$ cat src/rtl/rdp_ram.sv
// rdp_ram: single-port synchronous RAM with a registered read.
// Depends on nothing.
`timescale 1ns / 1ps
module rdp_ram #(
	parameter int WIDTH = 8,
	parameter int DEPTH = 16
) (
	input  logic                     clk,
	input  logic                     we,
	input  logic [$clog2(DEPTH)-1:0] addr,
	input  logic [WIDTH-1:0]         wdata,
	output logic [WIDTH-1:0]         rdata
);
	logic [WIDTH-1:0] mem [DEPTH];

	always_ff @(posedge clk) begin
		if (we)
			mem[addr] <= wdata;
		rdata <= mem[addr];
	end
endmodule

$ cat config.mk
export PLATFORM = sky130hd
export DESIGN_NAME = rdp_ram
export DESIGN_NICKNAME = d
export VERILOG_FILES = /design/src/rtl/rdp_ram.sv
export SDC_FILE = /design/constraint.sdc
export NUM_CORES = 1
export LEC_CHECK = 0
export BUFFER_PORTS_ARGS = -buffer_cell sky130_fd_sc_hd__buf_2
export CORE_ASPECT_RATIO = 0.9
export CORE_UTILIZATION = 25
export CTS_BUF_LIST = sky130_fd_sc_hd__clkbuf_8
export CTS_CLUSTER_SIZE = 24
export DETAILED_ROUTE_END_ITERATION = 10
export PLACE_DENSITY_LB_ADDON = 0.08
export SLEW_MARGIN = 25
export SYNTH_ARGS = -nofsm -noshare
export SYNTH_HDL_FRONTEND = slang
export SYNTH_SLANG_ARGS = --single-unit
$ cat constraint.sdc
create_clock -name clk -period 3.05 [get_ports clk]
set_input_delay 0.7625 -clock clk [delete_from_list [all_inputs] [get_ports clk]]
set_output_delay 0.7625 -clock clk [all_outputs]
set_load 0.02 [all_outputs]
==> results.tsv, run 1 <==
metric	value	unit
Via density	4.267	
share of cells above drive strength 1	35.27	%
remaining global-route overflow	0	
Final #Nets	293	
FF+latch area	0.004004	mm²
chip height	137.1	µm
H-tree levels	4	
count leader, synth	edfxtp_1	
sequential fraction of design power	54.0	%
crit path max fanout	8	
DR vias	2334	
status	finished, violations left	
Worst Hold Class	reg -> reg	
area of the die	0.02084	mm²
critical path data required time	3.10	ns
Rows	49	
Diodes inserted	0	
Final min period	1.973	ns
total of max-cap violations	0	
Yosys top cell by area	edfxtp_1	
Finished Layout Cells	547	
Num CTS Buffers	17	
Synth Flop Type	edfxtp_1	
# clock sinks	136	
Post-synth EDFFs	128	
cells on worst reg2reg path	3	
initial DRC count	172	
Post-CTS Setup Inserts	0	
maximum buffer depth of the clock tree	2	
Yosys cell types	18	
period utilization	64.70	%
Netlist Area Pre-Place	0.005067	mm²
Pleak	1.954	nW
critical path's slowest cell	nor2_1	
Synth top area share	75.85	%
Syn Area/Cell	22.03	µm²
violated checks	design-rule violations	
Sw Ratio	20.58	%
list of most frequent post-synthesis cells	128 x edfxtp_1, 32 x mux4_2, 16 x a22oi_1	
hold buffer count at cts	0	
Max Freq	0.5068	GHz
Final ANT Viol Nets	0	
placer congestion estimate	0.6728	
R2R Setup Slk	1.56	ns
CTS tree	yes	
top post-synthesis cells by area	edfxtp_1 76%, mux4_2 14%, dfxtp_1 3.2%, a22oi_1 2.4%, nor2_1 0.96%	
Worst Path Buf+Inv	1	
core area	0.01993	mm²
area occupied by multi-input gates	0.001003	mm²
Synth Register Bits	136	
Slew @ Worst Pin	0.9889	ns
Mapped Cells	230	
clock network power share	40.4	%
largest net degree at the start of global routing	18	
slowest cell delay on critical path	0.80	ns
DRT Pass-1 Iters	8	
peak supply drop	248.3	µV
worst hold start	mem[15][7]	
Port Buffers	21	
I/O pin count	22	
DR WL/cell	21.48	µm
RSZ-0062 raised after global routing	false	
Worst Path Arrival	2.02	ns
P_sw	800.0	µW
vias in the first global route	2483	
asr flop ratio synth	0	%
first-pass GRT wire length	17.31	mm
Seq/Total Area, Yosys	79.01	%
clock skew	0.01238	ns
Worst slew margin	33.83	%
crit path launch type	input pin	
Crit Path Category	in -> reg	
power share of the combinational group	5.6	%
insertion delay to the later sink of the worst-skew pair	0.43	ns
Endpoint, Worst Hold	rdata[7]	
FILL cells	1912	
Crit path max-delay family	simple AND/OR/NAND/NOR gates	
gr usage total	12.22	%
FF-to-FF End	rdata[3]	
dpl cells	515	
DRC errors left	6	
setup TNS	0	ns
Die X-Extent	152.1	µm
Synth Net Count	244	
Hold Path Depth	3	
initial antenna violation count	0	
pwr/cell area	647.5	mW/mm²
Initial Util	25.43	%
kind of end point of the critical path	flop	
internal power	3.088	mW
clock slew at reported path FFs	0.07	ns
post-DP HPWL	7.664	mm
Final Instance Area	0.006005	mm²
Ys Warns	0	
Final Hold Violating Endpoints	0	
Reg2Reg Launch Point	mem[1][3]	
Placed Area	0.005582	mm²
total wire length	11.75	mm
Max Slew Vio Count	0	
post_cts resized	0	
crit-path cells	buf_2, nand2b_1, nor2_1	
final setup vio count	0	
Layout Area Growth over Synthesis	18.49	%
clock root cell	clkbuf_8	
[power by group through the flow]
stage               Sequential [mW]  Combinational [mW]  Clock, mW
finish                         2.10               0.216       1.57
global route                   2.10               0.235       1.69
CTS                            2.10               0.224       1.62
detailed placement             2.14               0.224          0
global placement               2.14               0.224          0
floorplan                      2.15               0.108          0
[worst max-delay path by stage]
stage               slack (ns)     from    endpoint  cells past startpoint
floorplan                 0.79  addr[2]   mem[0][0]                      2
CTS                       1.03  addr[1]   mem[9][7]                      3
global route              1.01  addr[1]   mem[9][1]                      3
detailed placement        0.55  addr[1]   mem[9][7]                      3
global placement          0.52  addr[1]  mem[13][1]                      3
finish                    1.08  addr[1]  mem[13][3]                      3
[cell type report]
class / count / share of cell area [%]
clock buffer: 19 / 4.355
sequential: 136 / 66.68
multi-input combinational: 83 / 16.71
timing repair buffer: 41 / 4.251
tap: 255 / 5.314
clock inverter: 13 / 2.688
[per-stage QoR]
step                hold WS [ns]  total power, mW  utilization [%]  setup slack [ns]
floorplan                 0.6349            2.261                -            0.7945
global placement          0.6532            2.366            28.01            0.5199
detailed placement        0.6576            2.366            28.01            0.5484
CTS                       0.6757            3.940            30.14             1.029
global route              0.6987            4.033            30.14             1.015
finish                    0.6707            3.888            30.14             1.077
[cell usage in the layout (no fill, tap or decap)]
master and n:
buf_4 20, nand2b_1 2, nand3_1 1, nand3b_1 2, nor2b_1 2, bufinv_16 4
and2_1 1, inv_1 3, nor2_1 13, buf_2 21, or3b_2 1, clkinv_2 6
edfxtp_1 128, clkbuf_8 19, a22oi_1 16, mux4_2 32, nor3_1 4, nand2_1 9
dfxtp_1 8
[worst reg2reg max path, cell delays in order, from the launching register on]
cell	delay, ns
edfxtp_1	0.38
mux4_2	0.46
a22oi_1	0.36
nand2_1	0.15
[per-layer routing]
layer | vias up | wire length (µm) | track usage [%]
li1 | 1055 | - | -
met1 | 1238 | 5855 | 16.47
met2 | 33 | 5454 | 18.60
met3 | 8 | 306 | 3.388
met4 | 0 | 130 | 5.102
met5 | - | 0 | 0
[state kept, by name, indices dropped and copies added, names as in the netlist]
signal  count
mem       128
rdata       8
[cell families after synthesis]
logic type / Yosys count / share of synthesized area [%]
DFF: 136 / 79.01
and+or+nand+nor: 35 / 3.210
muxes: 32 / 14.22
buffers and inverters: 11 / 1.185
AOI/OAI and AO/OA: 16 / 2.370
(Power assumes the default switching activity.)
==> run 2: changes to the inputs <==
- clock period: 3.05 -> 1.9 ns (I/O delays scaled with it)
==> run 2 against run 1 <==
- non-clock buffer count increased by 10
- clock power rose by 39%
- register-to-register slack worse by 1.2 ns
- the run still ends with design-rule violations left
- first-iteration DRC count is 8.1% lower
- global-route usage up 0.35 points
- die area unchanged
- design area is 1.0% higher
- power increased by 53%
- sequential share of layout area decreased by 0.67 points
- clock skew fell by 0.0037 ns
- critical path depth grew 3
- core utilization up 0.31 points
==> results.tsv, run 2 (synthesized netlist as in run 1, its figures left out) <==
metric	value	unit	change
Placed Area	0.005712	mm²	+2.3%
remaining global-route overflow	0		unchanged
dpl cells	525		+1.9%
Worst Path Buf+Inv	3		+2
gr usage total	12.56	%	+0.35 points
Util after Layout	30.44	%	+0.31 points
clock root cell	clkbuf_8		
insertion delay to the later sink of the worst-skew pair	0.43	ns	about the same
clock skew	0.008722	ns	-0.003660 ns
Final ANT Viol Nets	0		unchanged
DR WL met2	5.582	mm	+2.3%
RSZ-0062 raised after global routing	false		
DR vias	2400		+2.8%
final hold slack	0.4375	ns	-0.2333 ns
critical path's slowest cell	mux4_2		
Worst Path Arrival	2.04	ns	+0.02 ns
Diodes inserted	0		unchanged
Max Slew Vio Count	0		unchanged
Layout Area Growth over Synthesis	19.70	%	
H-tree levels	4		unchanged
pre-CTS setup slack	-0.2440	ns	-0.7924 ns
Max Freq	0.5797	GHz	
placer congestion estimate	0.6866		+2.1%
total of max-cap violations	0		unchanged
post_cts resized	0		unchanged
DR top layer	met4		
Final Hold Violating Endpoints	0		unchanged
Post-CTS Setup Inserts	0		unchanged
pwr/cell area	978.4	mW/mm²	+51%
Pleak	1.977	nW	+1.2%
violated checks	design-rule violations		
I/O pin count	22		unchanged
Final min period	1.725	ns	
DR WL/cell	21.29	µm	-0.85%
Final Instance Area	0.006066	mm²	+1.0%
Slew @ Worst Pin	0.8772	ns	-0.1117 ns
Num CTS Buffers	17		unchanged
Crit path max-delay family	buffers and inverters		
Worst Hold Class	in -> reg		
most frequent cells in the layout	128 x edfxtp_1, 32 x mux4_2, 26 x buf_4		
maximum buffer depth of the clock tree	2		unchanged
Crit Path Category	in -> reg		
final setup vio count	0		unchanged
share of cells above drive strength 1	36.09	%	+0.82 points
largest net degree at the start of global routing	23		+5
core area	0.01993	mm²	unchanged
period utilization	90.80	%	
Rows	49		unchanged
initial antenna violation count	0		unchanged
slowest cell delay on critical path	0.51	ns	-0.29 ns
initial DRC count	158		-8.1%
peak supply drop	329.9	µV	+33%
Final #Nets	303		+3.4%
commonest non-fill, non-tap cell in the layout	edfxtp_1		
CTS tree	yes		
kind of end point of the critical path	flop		
crit path max fanout	22		+14
WL met3	412	µm	+35%
Die X-Extent	152.1	µm	unchanged
vias in the first global route	2628		+5.8%
biggest regs	mem: 128 flops, rdata: 8 flops		
Setup WS post-layout	0.1749	ns	-0.9019 ns
DRT Pass-1 Iters	7		-1
clock slew at reported path FFs	0.08	ns	about the same
crit-path cells	buf_2, buf_12, buf_4, mux4_2, a22oi_1, nand2_1		
DRC errors left	4		-2
hold buffer count at cts	0		unchanged
Top reg by flops	mem		
met1 WL	5.812	mm	-0.73%
total wire length	11.86	mm	+0.96%
first-pass GRT wire length	17.87	mm	+3.2%
Worst slew margin	41.40	%	+7.6 points
Via density	4.309		+0.98%
Finished Layout Cells	557		+1.8%
status	finished, violations left		
# clock sinks	136		unchanged
Initial Util	25.43	%	unchanged
post-DP HPWL	7.440	mm	-2.9%
crit path launch type	input pin		
Port Buffers	21		unchanged
Largest register FFs	128		unchanged
area of the die	0.02084	mm²	unchanged
critical path data required time	2.21	ns	-0.89 ns
chip height	137.1	µm	unchanged
-- run 2: cell count changes in the layout (fill, tap and decap cells not counted), moves of 2 or more --
| cell | previous run | this run |
|---|---|---|
| buf_12 | 0 | 4 |
| buf_4 | 20 | 26 |
| bufinv_16 | 4 | 2 |
| clkbuf_8 | 19 | 17 |
| clkinv_1 | 0 | 5 |
| clkinv_2 | 6 | 3 |
| clkinvlp_4 | 0 | 2 |
-- run 2: final timing paths --
kind / startpoint / endpoint / slack, ns / cells past startpoint
worst max-delay path: addr[0] / rdata[4] / 0.17 / 6
worst min-delay path: wdata[6] / mem[7][6] / 0.44 / 1
worst max register to register: mem[1][4] / rdata[4] / 0.39 / 3
worst min register to register: mem[15][0] / rdata[0] / 0.67 / 3
-- run 2: final cells by class --
cell class / instances / area, µm²
Sequential cell: 136 / 4004
Timing Repair Buffer: 51 / 380.4
Tap cell: 255 / 319.1
Multi-Input combinational cell: 83 / 1008
Clock inverter: 15 / 120.1
Clock buffer: 17 / 234.0
Fill cell: 1926 / 13860
-- run 2: routing by layer --
layer	vias to the layer above	global-route usage, %
li1	1075	-
met1	1283	16.64
met2	40	19.65
met3	2	3.863
met4	0	4.252
met5	-	0
-- run 2: worst reg2reg max path: cells and delay by family, from the launching register on --
family	cells	cell delay [ns]
AOI/OAI and AO/OA	1	0.44
DFF	1	0.37
muxes	1	0.46
and+or+nand+nor	1	0.12
-- run 2: stage by stage --
| step | total power, mW | TNS [ns] |
|---|---|---|
| 6_report | 5.935 | 0 |
| 5_1_grt | 6.165 | 0 |
| 4_1_cts | 6.023 | 0 |
| 3_5_place_dp | 3.823 | -0.7324 |
| 3_3_place_gp | 3.827 | -0.8102 |
| 2_1_floorplan | 3.630 | -0.4727 |
-- run 2: where the power goes --
| part | leakage [nW] | switching [mW] | internal (mW) | total, mW |
|---|---|---|---|---|
| clock network | 0.186 | 1.07 | 1.12 | 2.19 |
| registers | 1.22 | 0.0187 | 3.35 | 3.37 |
| logic | 0.567 | 0.218 | 0.154 | 0.373 |
